<file path="config.mk">
export PLATFORM = sky130hd
export DESIGN_NAME = flash_led_sequence_controller_core
export DESIGN_NICKNAME = d
export VERILOG_FILES = /design/src/rtl/core/flsc_pkg.sv /design/src/rtl/core/flsc_regs.sv /design/src/rtl/core/flsc_engine.sv /design/src/rtl/core/flash_led_sequence_controller_core.sv
export SDC_FILE = /design/constraint.sdc
export NUM_CORES = 1
export LEC_CHECK = 0
export BUFFER_PORTS_ARGS = -buffer_cell sky130_fd_sc_hd__buf_2
export CORE_MARGIN = 8
export CORE_UTILIZATION = 63
export DETAILED_ROUTE_END_ITERATION = 8
export HOLD_SLACK_MARGIN = 0.1
export PLACE_DENSITY = 0.8
export SLEW_MARGIN = 20
export SYNTH_ARGS = -nofsm -noshare
export SYNTH_HDL_FRONTEND = slang
export SYNTH_SLANG_ARGS = --single-unit
</file>
<file path="constraint.sdc">
create_clock -name i_clk -period 6.15 [get_ports i_clk]
set_clock_uncertainty 0.05 [all_clocks]
set_input_delay 0.3075 -clock i_clk [delete_from_list [all_inputs] [get_ports i_clk]]
set_output_delay 0.3075 -clock i_clk [all_outputs]
set_load 0.03 [all_outputs]
</file>
<file path="src/rtl/core/flsc_pkg.sv">
// Shared types, codes and the LED table of the flash LED sequence controller.
// Used by every module of the block; depends on nothing else.
package flsc_pkg;

    localparam int PATTERN_BITS = 16;
    localparam int LED_TOTAL_DEF = 60;
    localparam int TABLE_DEPTH = 64;
    localparam int INDEX_BITS = 7;
    localparam int ADDR_BITS = 5;
    localparam int DATA_BITS = 32;

    typedef logic [PATTERN_BITS-1:0] t_pattern;

    typedef enum logic [1:0] {
        KIND_TICK   = 2'd0,
        KIND_BUTTON = 2'd1,
        KIND_FLASH  = 2'd2
    } t_kind;

    typedef enum logic [1:0] {
        PHASE_RELEASED = 2'd0,
        PHASE_PRESSED  = 2'd1,
        PHASE_LONG     = 2'd2
    } t_phase;

    typedef enum logic [2:0] {
        REG_BUTTON_DEBOUNCE = 3'd0,
        REG_FLASH_DEBOUNCE  = 3'd1,
        REG_LONG_PRESS      = 3'd2,
        REG_EXPOSURE_LIMIT  = 3'd3,
        REG_PILOT_PATTERN   = 3'd4
    } t_reg;

    localparam logic [7:0]  BUTTON_DEBOUNCE_RST = 8'd20;
    localparam logic [7:0]  FLASH_DEBOUNCE_RST  = 8'd2;
    localparam logic [15:0] LONG_PRESS_RST      = 16'd1000;
    localparam logic [15:0] EXPOSURE_LIMIT_RST  = 16'd3906;
    localparam t_pattern    PILOT_PATTERN_RST   = t_pattern'(16'hFFFF);
    localparam logic [15:0] WATCHDOG_MAX        = 16'hFFFF;

    typedef struct packed {
        logic [7:0]  button_debounce;
        logic [7:0]  flash_debounce;
        logic [15:0] long_press;
        logic [15:0] exposure_limit;
        t_pattern    pilot_pattern;
    } t_cfg;

    typedef struct packed {
        t_pattern              led_drive;
        logic                  led_enable;
        logic                  camera_wake;
        logic                  camera_trigger;
        logic                  ready_light;
        logic [INDEX_BITS-1:0] shot_index;
        t_phase                phase;
    } t_view;

    localparam t_pattern LED_TABLE [TABLE_DEPTH] = '{
        16'h0101, 16'h0401, 16'h1001, 16'h4001,
        16'h0102, 16'h0202, 16'h0402, 16'h0802, 16'h1002, 16'h2002, 16'h4002, 16'h8002,
        16'h0108, 16'h1008, 16'h0208, 16'h2008, 16'h0408, 16'h4008, 16'h0808, 16'h8008,
        16'h1004, 16'h0104, 16'h2004, 16'h0204, 16'h4004, 16'h0404, 16'h8004, 16'h0804,
        16'h0120, 16'h1020, 16'h0220, 16'h2020, 16'h0420, 16'h4020, 16'h0820, 16'h8020,
        16'h1010, 16'h0110, 16'h2010, 16'h0210, 16'h4010, 16'h0410, 16'h8010, 16'h0810,
        16'h0180, 16'h1080, 16'h0280, 16'h2080, 16'h0480, 16'h4080, 16'h0880, 16'h8080,
        16'h1040, 16'h0140, 16'h2040, 16'h0240, 16'h4040, 16'h0440, 16'h8040, 16'h0840,
        16'h0000, 16'h0000, 16'h0000, 16'h0000
    };

endpackage

</file>
<file path="src/rtl/core/flsc_regs.sv">
// APB-style configuration registers of the flash LED sequence controller.
// Depends on flsc_pkg for the register codes, reset values and the t_cfg struct.
module flsc_regs (
    input  logic                               i_clk,
    input  logic                               i_rst_n,
    input  logic                               psel,
    input  logic                               penable,
    input  logic                               pwrite,
    input  logic [flsc_pkg::ADDR_BITS-1:0]     paddr,
    input  logic [flsc_pkg::DATA_BITS-1:0]     pwdata,
    output logic [flsc_pkg::DATA_BITS-1:0]     prdata,
    output logic                               pready,
    output flsc_pkg::t_cfg                     o_cfg
);

    flsc_pkg::t_cfg r_cfg;
    logic           wr_en;
    logic [2:0]     reg_sel;

    assign pready  = 1'b1;
    assign wr_en   = psel & penable & pwrite;
    assign reg_sel = paddr[4:2];
    assign o_cfg   = r_cfg;

    always_ff @(posedge i_clk) begin
        if (!i_rst_n) begin
            r_cfg.button_debounce <= flsc_pkg::BUTTON_DEBOUNCE_RST;
            r_cfg.flash_debounce  <= flsc_pkg::FLASH_DEBOUNCE_RST;
            r_cfg.long_press      <= flsc_pkg::LONG_PRESS_RST;
            r_cfg.exposure_limit  <= flsc_pkg::EXPOSURE_LIMIT_RST;
            r_cfg.pilot_pattern   <= flsc_pkg::PILOT_PATTERN_RST;
        end else if (wr_en) begin
            case (reg_sel)
                flsc_pkg::REG_BUTTON_DEBOUNCE: r_cfg.button_debounce <= pwdata[7:0];
                flsc_pkg::REG_FLASH_DEBOUNCE:  r_cfg.flash_debounce  <= pwdata[7:0];
                flsc_pkg::REG_LONG_PRESS:      r_cfg.long_press      <= pwdata[15:0];
                flsc_pkg::REG_EXPOSURE_LIMIT:  r_cfg.exposure_limit  <= pwdata[15:0];
                flsc_pkg::REG_PILOT_PATTERN:
                    r_cfg.pilot_pattern <= pwdata[flsc_pkg::PATTERN_BITS-1:0];
                default: ;
            endcase
        end
    end

    always_comb begin
        case (reg_sel)
            flsc_pkg::REG_BUTTON_DEBOUNCE: prdata = 32'(r_cfg.button_debounce);
            flsc_pkg::REG_FLASH_DEBOUNCE:  prdata = 32'(r_cfg.flash_debounce);
            flsc_pkg::REG_LONG_PRESS:      prdata = 32'(r_cfg.long_press);
            flsc_pkg::REG_EXPOSURE_LIMIT:  prdata = 32'(r_cfg.exposure_limit);
            flsc_pkg::REG_PILOT_PATTERN:   prdata = 32'(r_cfg.pilot_pattern);
            default:                       prdata = '0;
        endcase
    end

endmodule

</file>
<file path="src/rtl/core/flsc_engine.sv">
// Event engine of the flash LED sequence controller: holds all sequence state and
// computes the state after one item. Depends on flsc_pkg for types and the LED table.
module flsc_engine #(
    parameter int LED_TOTAL = flsc_pkg::LED_TOTAL_DEF
) (
    input  logic           i_clk,
    input  logic           i_rst_n,
    input  logic           i_fire,
    input  logic [1:0]     i_kind,
    input  logic           i_level,
    input  flsc_pkg::t_cfg i_cfg,
    output flsc_pkg::t_view o_view
);

    localparam logic [flsc_pkg::INDEX_BITS-1:0] LAST_POS = flsc_pkg::INDEX_BITS'(LED_TOTAL);

    logic [31:0] r_tick, n_tick;
    logic [31:0] r_last_btn, n_last_btn;
    logic [31:0] r_last_fl, n_last_fl;
    flsc_pkg::t_phase r_phase, n_phase;
    logic r_pilot_on, n_pilot_on;
    logic [flsc_pkg::INDEX_BITS-1:0] r_pos, n_pos;
    flsc_pkg::t_pattern r_staged, n_staged;
    flsc_pkg::t_pattern r_shown, n_shown;
    logic r_on, n_on;
    logic r_wake, n_wake;
    logic r_trig, n_trig;
    logic r_ready, n_ready;
    logic [15:0] r_wd, n_wd;
    logic r_wd_run, n_wd_run;

    logic [31:0] tick_inc;
    logic [31:0] btn_age;
    logic [31:0] fl_age;
    logic [31:0] hold_age;
    logic [15:0] wd_inc;
    logic [flsc_pkg::INDEX_BITS-1:0] pos_inc;

    assign tick_inc = r_tick + 32'd1;
    assign btn_age  = r_tick - r_last_btn;
    assign fl_age   = r_tick - r_last_fl;
    assign hold_age = tick_inc - r_last_btn;
    assign wd_inc   = (r_wd != flsc_pkg::WATCHDOG_MAX) ? r_wd + 16'd1 : r_wd;
    assign pos_inc  = (r_pos < LAST_POS) ? r_pos + 1'b1 : r_pos;

    always_comb begin
        n_tick     = r_tick;
        n_last_btn = r_last_btn;
        n_last_fl  = r_last_fl;
        n_phase    = r_phase;
        n_pilot_on = r_pilot_on;
        n_pos      = r_pos;
        n_staged   = r_staged;
        n_shown    = r_shown;
        n_on       = r_on;
        n_wake     = r_wake;
        n_trig     = r_trig;
        n_ready    = r_ready;
        n_wd       = r_wd;
        n_wd_run   = r_wd_run;
        if (i_fire) begin
            case (i_kind)
                flsc_pkg::KIND_TICK: begin
                    n_tick = tick_inc;
                    if (r_phase == flsc_pkg::PHASE_PRESSED
                            && hold_age > 32'(i_cfg.long_press)) begin
                        n_phase  = flsc_pkg::PHASE_LONG;
                        n_on     = 1'b0;
                        n_pos    = '0;
                        n_staged = flsc_pkg::LED_TABLE[0];
                        n_ready  = 1'b0;
                        n_wake   = 1'b1;
                        n_trig   = 1'b1;
                    end
                    if (r_wd_run) begin
                        n_wd = wd_inc;
                        if (wd_inc >= i_cfg.exposure_limit) begin
                            n_wd_run = 1'b0;
                            n_on     = 1'b0;
                            n_wake   = 1'b0;
                            n_trig   = 1'b0;
                            n_ready  = 1'b1;
                        end
                    end
                end
                flsc_pkg::KIND_BUTTON: begin
                    n_last_btn = r_tick;
                    if (btn_age > 32'(i_cfg.button_debounce)) begin
                        if (i_level) begin
                            n_phase = flsc_pkg::PHASE_RELEASED;
                        end else begin
                            n_phase    = flsc_pkg::PHASE_PRESSED;
                            n_wake     = 1'b0;
                            n_trig     = 1'b0;
                            n_ready    = 1'b1;
                            n_pilot_on = ~r_pilot_on;
                            if (r_pilot_on) begin
                                n_on = 1'b0;
                            end else begin
                                n_staged = i_cfg.pilot_pattern;
                                n_shown  = i_cfg.pilot_pattern;
                                n_on     = 1'b1;
                            end
                        end
                    end
                end
                flsc_pkg::KIND_FLASH: begin
                    n_last_fl = r_tick;
                    if (fl_age > 32'(i_cfg.flash_debounce)) begin
                        if (!i_level) begin
                            n_shown  = r_staged;
                            n_on     = 1'b1;
                            n_wd     = '0;
                            n_wd_run = 1'b1;
                            n_pos    = pos_inc;
                            if (pos_inc >= LAST_POS) begin
                                n_wake  = 1'b0;
                                n_trig  = 1'b0;
                                n_ready = 1'b1;
                            end else begin
                                n_staged = flsc_pkg::LED_TABLE[pos_inc[5:0]];
                            end
                        end else begin
                            n_on = 1'b0;
                        end
                    end
                end
                default: ;
            endcase
        end
    end

    always_ff @(posedge i_clk) begin
        if (!i_rst_n) begin
            r_tick     <= '0;
            r_last_btn <= '0;
            r_last_fl  <= '0;
            r_phase    <= flsc_pkg::PHASE_RELEASED;
            r_pilot_on <= 1'b0;
            r_pos      <= '0;
            r_staged   <= flsc_pkg::LED_TABLE[0];
            r_shown    <= '0;
            r_on       <= 1'b0;
            r_wake     <= 1'b0;
            r_trig     <= 1'b0;
            r_ready    <= 1'b1;
            r_wd       <= '0;
            r_wd_run   <= 1'b0;
        end else begin
            r_tick     <= n_tick;
            r_last_btn <= n_last_btn;
            r_last_fl  <= n_last_fl;
            r_phase    <= n_phase;
            r_pilot_on <= n_pilot_on;
            r_pos      <= n_pos;
            r_staged   <= n_staged;
            r_shown    <= n_shown;
            r_on       <= n_on;
            r_wake     <= n_wake;
            r_trig     <= n_trig;
            r_ready    <= n_ready;
            r_wd       <= n_wd;
            r_wd_run   <= n_wd_run;
        end
    end

    assign o_view.led_drive      = n_shown;
    assign o_view.led_enable     = n_on;
    assign o_view.camera_wake    = n_wake;
    assign o_view.camera_trigger = n_trig;
    assign o_view.ready_light    = n_ready;
    assign o_view.shot_index     = n_pos;
    assign o_view.phase          = n_phase;

endmodule

</file>
<file path="src/rtl/core/flash_led_sequence_controller_core.sv">
// Top level of the flash LED sequence controller: input register, event engine,
// result register and configuration port. Depends on flsc_pkg, flsc_regs, flsc_engine.
//
// Usage: each input item is one event (kind 0 tick, 1 start-button edge, 2 flash edge)
// with the sampled active-low pin level, offered on i_valid and held while o_stall is
// high. Every item gives exactly one result item on o_valid with the LED pattern,
// LED enable, camera lines, ready light, shot index and button phase after the event.
// Kind 3 changes nothing and still gives a result showing the current state.
// After acceptance the item waits in the input register; once the result register is free,
// the engine updates the state and loads the result register, which drives o_valid.
// Throughput is one item per cycle while i_stall is low; the state update is a single pass of
// compare and increment logic through the engine, so consecutive items never wait on each other.
// When the receiver raises i_stall the result is held; the input register still takes
// one more item, after which o_stall rises until the result is taken.
// Reset (i_rst_n low, synchronous) empties both registers, restores the register
// defaults and returns the sequence to idle with the first table pattern staged.
// Configuration registers sit at byte addresses 0, 4, 8, 12 and 16 of the APB port.
module flash_led_sequence_controller_core #(
    parameter int LED_TOTAL = flsc_pkg::LED_TOTAL_DEF
) (
    input  logic                                 i_clk,
    input  logic                                 i_rst_n,
    input  logic                                 i_valid,
    output logic                                 o_stall,
    input  logic [1:0]                           i_kind,
    input  logic                                 i_pin_level,
    output logic                                 o_valid,
    input  logic                                 i_stall,
    output logic [flsc_pkg::PATTERN_BITS-1:0]    o_led_drive,
    output logic                                 o_led_enable,
    output logic                                 o_camera_wake,
    output logic                                 o_camera_trigger,
    output logic                                 o_ready_light,
    output logic [flsc_pkg::INDEX_BITS-1:0]      o_shot_index,
    output logic [1:0]                           o_button_phase,
    input  logic                                 psel,
    input  logic                                 penable,
    input  logic                                 pwrite,
    input  logic [flsc_pkg::ADDR_BITS-1:0]       paddr,
    input  logic [flsc_pkg::DATA_BITS-1:0]       pwdata,
    output logic [flsc_pkg::DATA_BITS-1:0]       prdata,
    output logic                                 pready
);

    flsc_pkg::t_cfg  cfg;
    flsc_pkg::t_view view;
    flsc_pkg::t_view r_out;

    logic       r_in_valid;
    logic [1:0] r_kind;
    logic       r_level;
    logic       r_out_valid;
    logic       out_free;
    logic       advance;
    logic       accept;

    assign out_free = ~r_out_valid | ~i_stall;
    assign advance  = r_in_valid & out_free;
    assign o_stall  = r_in_valid & ~out_free;
    assign accept   = i_valid & ~o_stall;

    flsc_regs u_regs (
        .i_clk   (i_clk),
        .i_rst_n (i_rst_n),
        .psel    (psel),
        .penable (penable),
        .pwrite  (pwrite),
        .paddr   (paddr),
        .pwdata  (pwdata),
        .prdata  (prdata),
        .pready  (pready),
        .o_cfg   (cfg)
    );

    flsc_engine #(
        .LED_TOTAL (LED_TOTAL)
    ) u_engine (
        .i_clk   (i_clk),
        .i_rst_n (i_rst_n),
        .i_fire  (advance),
        .i_kind  (r_kind),
        .i_level (r_level),
        .i_cfg   (cfg),
        .o_view  (view)
    );

    always_ff @(posedge i_clk) begin
        if (!i_rst_n) begin
            r_in_valid <= 1'b0;
        end else if (accept) begin
            r_in_valid <= 1'b1;
        end else if (advance) begin
            r_in_valid <= 1'b0;
        end
    end

    always_ff @(posedge i_clk) begin
        if (accept) begin
            r_kind  <= i_kind;
            r_level <= i_pin_level;
        end
    end

    always_ff @(posedge i_clk) begin
        if (!i_rst_n) begin
            r_out_valid <= 1'b0;
        end else if (advance) begin
            r_out_valid <= 1'b1;
        end else if (~i_stall) begin
            r_out_valid <= 1'b0;
        end
    end

    always_ff @(posedge i_clk) begin
        if (advance) begin
            r_out <= view;
        end
    end

    assign o_valid          = r_out_valid;
    assign o_led_drive      = r_out.led_drive;
    assign o_led_enable     = r_out.led_enable;
    assign o_camera_wake    = r_out.camera_wake;
    assign o_camera_trigger = r_out.camera_trigger;
    assign o_ready_light    = r_out.ready_light;
    assign o_shot_index     = r_out.shot_index;
    assign o_button_phase   = 2'(r_out.phase);

endmodule

</file>
==> results.sh, run 1 <==
export IMPL_outcome="complete, no violations"
export IMPL_antenna_found_initial=0
export IMPL_num_fill_cells=2546
export IMPL_switchingPower_w=0.000979
export IMPL_rrSetupSlack_ns=0.28
export IMPL_timing_rr_end="u_engine.r_staged[3]$_SDFFE_PN0P_"
export IMPL_p_per_area_mw_per_mm2=181
export IMPL_routedWlPerCell_um=20.1
export IMPL_hold_path_end="u_engine.r_pos[2]$_SDFF_PN0_"
export IMPL_dp_cells=2895
export IMPL_htreeDepth=1
export IMPL_holdWs_ns=0.160
export IMPL_drv_slew=0
export IMPL_seqPwrFrac=0.452
export IMPL_rows=64
export IMPL_vias=19200
export IMPL_area_delta_synth_final_pct=9.24
export IMPL_grt_pass1_wl_mm=94.6
export IMPL_clkLatencyLatePin_ns=0.57
export IMPL_gr_total_overflow=0
export IMPL_p_clk_frac=0.463
export IMPL_r2r_cells=24
export IMPL_synthCells=2542
export IMPL_yosys_area_top_type="dfxtp_1"
export IMPL_syn_area_per_cell_um2=7.60
export IMPL_hp_start="i_rst_n"
export IMPL_pre_cts_ws_ns=0.222
export IMPL_grt_pass1_vias=17900
export IMPL_ys_types=95
export IMPL_final_cell_mix="nand2_1, a21oi_1, dfxtp_1"
export IMPL_diodes=0
export IMPL_routed_wl_mm=59.7
export IMPL_cts_buffer_depth=3
export IMPL_num_io_pins=111
export IMPL_setup_ws_ns=0.278
export IMPL_instances_no_fill=2972
export IMPL_start_util=0.635
export IMPL_cts_sinks=257
export IMPL_finalSetupViolations=0
export IMPL_drt_vias_per_instance=6.45
export IMPL_arrival_ns=6.26
export IMPL_grt_use_total=0.315
export IMPL_max_freq_mhz=170
export IMPL_fin_area_mm2=0.0211
export IMPL_p_comb_frac=0.084
export IMPL_async_reset_ff_frac=0
export IMPL_clkSlewWorstSetupHoldPaths_ns=0.06
export IMPL_cp_start_kind="register"
export IMPL_ys_warn_count=0
export IMPL_regArea_mm2=0.00547
export IMPL_antenna_left=0
export IMPL_finalHoldViolCount=0
export IMPL_crit_fanout=16
export IMPL_port_buffers=75
export IMPL_multi_input_comb_area_mm2=0.0127
export IMPL_power_report_internal_total_w=0.00285
export IMPL_dpl_instance_area_mm2=0.0198
export IMPL_fp_dieW_um=191
export IMPL_max_slew_margin=0.325
export IMPL_final_nets=2754
export IMPL_endpoint_kind="register"
export IMPL_synth_ff_type="dfxtp_1"
export IMPL_finalCriticalPeriod_ns=5.87
export IMPL_finalWeightedCongestion=0.954
export IMPL_path_class="reg2reg"
export IMPL_firstDrtPassIters=6
export IMPL_power_leakage_nw=9.01
export IMPL_die_y_um=191
export IMPL_die_area_mm2=0.0365
export IMPL_synth_edf_count=32
export IMPL_cap_violations=0
export IMPL_ys_seq_elements=257
export IMPL_post_route_util=0.693
export IMPL_fin_crit_sh=0.955
export IMPL_synth_area_leaders="dfxtp_1, ha_1, nand2_1"
export IMPL_synth_area_mm2=0.0193
export IMPL_min_path_cells=2
export IMPL_cts_tree="done"
export IMPL_cts_buffers=29
export IMPL_rr_startpoint="u_engine.r_tick[0]$_SDFFE_PN0P_"
export IMPL_cts_root_buf="clkbuf_16"
export IMPL_hold_path_class="in2reg"
export IMPL_hpwlAfterDp_mm=43.9
export IMPL_irDropWorstVdd_uv=218
export IMPL_sw_frac_of_total=0.256
export IMPL_drc=0
export IMPL_crit_required_ns=6.54
export IMPL_synth_top_area_share=0.233
export IMPL_final_common_cell="nand2_1"
export IMPL_tightest_slew_ns=1.01
export IMPL_yosysSeqAreaShare=0.283
export IMPL_drt_iter0_drc=1653
export IMPL_grt_max_degree=80
export IMPL_fp_coreArea_mm2=0.0304
export IMPL_drive_gt1_frac=0.0889
## cell families (layout without fill, tap and decap cells)
family / Yosys count / in the layout / share of synthesized area
simple gates: 896 / 896 / 0.213
buf+inv: 328 / 347 / 0.0694
fa+ha+maj: 153 / 153 / 0.100
compound gates: 740 / 740 / 0.254
other cells: 2 / 17 / 0.000389
flops: 257 / 257 / 0.283
mux: 54 / 54 / 0.0285
xor+xnor: 112 / 112 / 0.0512
## critical path, cell delays in order (launching register included)
cell and delay, ns:
dfxtp_1 0.33, ha_1 0.24, nand4_1 0.12, buf_4 0.17
nor4_2 0.28, buf_4 0.19, nand3_1 0.16, nor2_2 0.24
and3_1 0.27, nand3_1 0.19, nor2_2 0.22, and3_1 0.28
nand3_1 0.12, xnor2_1 0.17, ha_1 0.39, a21o_1 0.19
a21oi_1 0.17, o21a_1 0.14, o31a_1 0.17, mux2i_1 0.29
o2111ai_1 0.18, o41a_1 0.53, and4bb_1 0.25, buf_4 0.23
mux2i_1 0.16
## timing repair
item                       in CTS  in global routing
gates resized for setup         0                 17
setup endpoints to repair       0                 61
setup buffers                   0                  3
hold endpoints to repair       68                  0
hold buffers                   21                  0
## cells in the mapped netlist (30+ instances only)
library cell / n
a32o_1: 42
mux2i_1: 46
nand4_1: 47
xor2_1: 46
o211ai_1: 32
dfxtp_1: 225
o21ai_0: 113
clkbuf_1: 125
nand2_1: 430
ha_1: 150
xnor2_1: 65
nand3_1: 82
nor3_1: 40
o21a_1: 30
nor2_1: 143
edfxtp_1: 32
a21oi_1: 257
inv_1: 153
a21o_1: 38
## registers in the layout, summed over array words and instances, names as in the netlist, 7 cells and up
register	count
u_regs.o_cfg	64
u_engine.r_last_btn	32
u_engine.r_last_fl	32
u_engine.r_tick	32
o_led_drive	16
u_engine.r_shown	16
u_engine.r_staged	16
u_engine.r_wd	16
o_shot_index	7
u_engine.r_pos	7
## cell type report
type	count	area share
multi-input cells	1972	0.600
flip-flops and latches	257	0.259
repair buffers	139	0.0436
clock buffers	41	0.0398
inverters	155	0.0277
well taps	396	0.0235
clock inverters	12	0.00617
## power groups by stage
stage / Combinational [W] / Sequential [W] / Clock [W]
CTS: 0.000314 / 0.00173 / 0.00179
global route: 0.000347 / 0.00173 / 0.00185
floorplan: 0.000207 / 0.00178 / 0
global placement: 0.000297 / 0.00177 / 0
detailed placement: 0.000302 / 0.00177 / 0
finish: 0.000324 / 0.00173 / 0.00177
## metrics by stage
| step | total power, W | TNS [ns] |
|---|---|---|
| 5_1_grt | 0.00394 | -0.538 |
| 3_3_place_gp | 0.00206 | 0 |
| 3_5_place_dp | 0.00207 | 0 |
| 4_1_cts | 0.00384 | 0 |
| 6_report | 0.00383 | 0 |
| 2_1_floorplan | 0.00198 | 0 |
## layer usage
layer / vias up / track usage / part of all wire
met1: 9112 / 0.386 / 0.41
met3: 151 / 0.0396 / 0.065
met5: - / 0 / 0
li1: 9142 / - / -
met2: 760 / 0.542 / 0.48
met4: 0 / 0.149 / 0.050
## worst max path at each step
stage | cells after the start | slack, ns | end | from
after floorplan | 24 | 0.65 | o_led_enable$_DFFE_PP_ | u_engine.r_tick[1]$_SDFFE_PN0P_
after global placement | 22 | 0.40 | o_led_enable$_DFFE_PP_ | u_engine.r_tick[4]$_SDFFE_PN0P_
after detailed placement | 20 | 0.22 | u_engine.r_staged[12]$_SDFFE_PN0P_ | u_engine.r_tick[4]$_SDFFE_PN0P_
after CTS | 21 | 0.17 | u_engine.r_staged[3]$_SDFFE_PN0P_ | u_engine.r_tick[4]$_SDFFE_PN0P_
after global routing | 24 | -0.04 | u_engine.r_staged[3]$_SDFFE_PN0P_ | u_engine.r_tick[0]$_SDFFE_PN0P_
final | 24 | 0.28 | u_engine.r_staged[3]$_SDFFE_PN0P_ | u_engine.r_tick[0]$_SDFFE_PN0P_
Power figures use the tool's default switching activity.
==> inputs of run 2 (changes only) <==
Settings changed: CORE_UTILIZATION 63 to 40, PLACE_DENSITY 0.8 to 0.54.
==> results.sh, run 2 (synthesis results as in run 1) <==
export IMPL_grt_max_degree=85
export IMPL_crit_required_ns=6.39
export IMPL_diodes=0
export IMPL_fin_crit_sh=0.950
export IMPL_num_io_pins=111
export IMPL_largest_register_ffs=64
export IMPL_drt_vias_per_instance=5.79
export IMPL_pre_cts_ws_ns=0.185
export IMPL_power_leakage_nw=9.20
export IMPL_drc=0
export IMPL_crit_fanout=17
export IMPL_cts_buffer_depth=3
export IMPL_holdWs_ns=0.168
export IMPL_rows=80
export IMPL_cts_sinks=257
export IMPL_grt_pass1_wl_mm=101
export IMPL_cts_buffers=34
export IMPL_hold_path_class="in2reg"
export IMPL_arrival_ns=6.09
export IMPL_final_common_cell="nand2_1"
export IMPL_cts_root_buf="clkbuf_16"
export IMPL_area_delta_synth_final_pct=12.5
export IMPL_htreeDepth=2
export IMPL_clkLatencyLatePin_ns=0.55
export IMPL_antenna_found_initial=0
export IMPL_fp_dieW_um=236
export IMPL_antenna_left=0
export IMPL_final_nets=2783
export IMPL_die_y_um=236
export IMPL_max_slew_margin=0.319
export IMPL_path_class="reg2reg"
export IMPL_cap_violations=0
export IMPL_grt_use_total=0.223
export IMPL_post_route_util=0.455
export IMPL_num_fill_cells=4896
export IMPL_cts_tree="done"
export IMPL_irDropWorstVdd_uv=151
export IMPL_final_cell_mix="nand2_1, a21oi_1, dfxtp_1"
export IMPL_finalHoldViolCount=0
export IMPL_grt_pass1_vias=18000
export IMPL_routed_wl_mm=64.2
export IMPL_finalCriticalPeriod_ns=5.84
export IMPL_setup_ws_ns=0.307
export IMPL_multi_input_comb_area_mm2=0.0126
export IMPL_hpwlAfterDp_mm=48.6
export IMPL_finalSetupViolations=0
export IMPL_drt_iter0_drc=1335
export IMPL_max_freq_mhz=171
export IMPL_routedWlPerCell_um=19.9
export IMPL_drive_gt1_frac=0.0990
export IMPL_cp_start_kind="register"
export IMPL_outcome="complete, no violations"
export IMPL_port_buffers=75
export IMPL_regArea_mm2=0.00547
export IMPL_p_per_area_mw_per_mm2=190
export IMPL_gr_total_overflow=0
export IMPL_clkSlewWorstSetupHoldPaths_ns=0.06
export IMPL_finalWeightedCongestion=0.929
export IMPL_endpoint_kind="register"
export IMPL_drv_slew=0
export IMPL_vias=18700
export IMPL_die_area_mm2=0.0556
export IMPL_firstDrtPassIters=5
export IMPL_tightest_slew_ns=1.02
export IMPL_fp_coreArea_mm2=0.0477
export IMPL_start_util=0.405
-- run 2: metal layers --
| metal | track usage | vias up | part of all wire |
|---|---|---|---|
| li1 | - | 9202 | - |
| met1 | 0.285 | 8872 | 0.44 |
| met2 | 0.375 | 460 | 0.47 |
| met3 | 0.0302 | 120 | 0.048 |
| met4 | 0.0904 | 0 | 0.041 |
| met5 | 0 | - | 0 |
-- run 2: report_power, final --
group / internal [W] / switching, W
clock: 0.00125 / 0.000804
combinational: 0.000101 / 0.000234
sequential: 0.00172 / 0.0000178
total: 0.00307 / 0.00106
-- run 2: cell type report --
| type | instances | share of cell area |
|---|---|---|
| Multi-Input combinational cell | 1972 | 0.582 |
| Clock buffer | 44 | 0.0432 |
| Tap cell | 615 | 0.0354 |
| Sequential cell | 257 | 0.252 |
| Inverter | 155 | 0.0269 |
| Timing Repair Buffer | 163 | 0.0512 |
| Clock inverter | 16 | 0.00956 |
-- run 2: worst paths after layout --
path | from | end | slack (ns) | cells past startpoint
min reg2reg | u_engine.r_last_btn[4]$_SDFFE_PN0P_ | u_engine.r_last_btn[4]$_SDFFE_PN0P_ | 0.40 | 2
max | u_engine.r_tick[4]$_SDFFE_PN0P_ | o_led_drive[14]$_DFFE_PP_ | 0.31 | 21
min | i_rst_n | u_engine.r_staged[15]$_SDFFE_PN0P_ | 0.17 | 3
max reg2reg | u_engine.r_tick[4]$_SDFFE_PN0P_ | o_led_drive[14]$_DFFE_PP_ | 0.31 | 21
-- run 2: worst max-delay path, cell delays in order, from the launching register on --
cell and delay, ns:
dfxtp_1 0.35, buf_4 0.17, ha_1 0.35, a21o_1 0.22, a31oi_1 0.35, nand2_1 0.13
a21o_1 0.20, a21oi_1 0.16, xnor2_1 0.11, ha_1 0.32, nand4_1 0.13, o31a_1 0.36
a2111oi_0 0.54, o2111a_1 0.28, nand4_1 0.09, or4_1 0.49, nor4_4 0.26, buf_4 0.24
nor4b_2 0.07, buf_4 0.23, a32o_1 0.24, a22o_1 0.23
-- run 2: through the flow --
stage	power (W)	std cells	area (um^2)	setup TNS, ns
2_1_floorplan	0.00198	2557	19400	0
3_3_place_gp	0.00208	3139	20300	0
3_5_place_dp	0.00209	3139	20300	0
4_1_cts	0.00418	3220	21700	0
5_1_grt	0.00427	3222	21700	-0.0270
6_report	0.00413	3222	21700	0
-- run 2: what timing repair did --
action	4_1_cts	5_1_grt
hold endpoints to repair	67	0
resized for setup	0	16
hold buffers	21	0
setup buffers	0	2
endpoints found under the setup margin	0	36
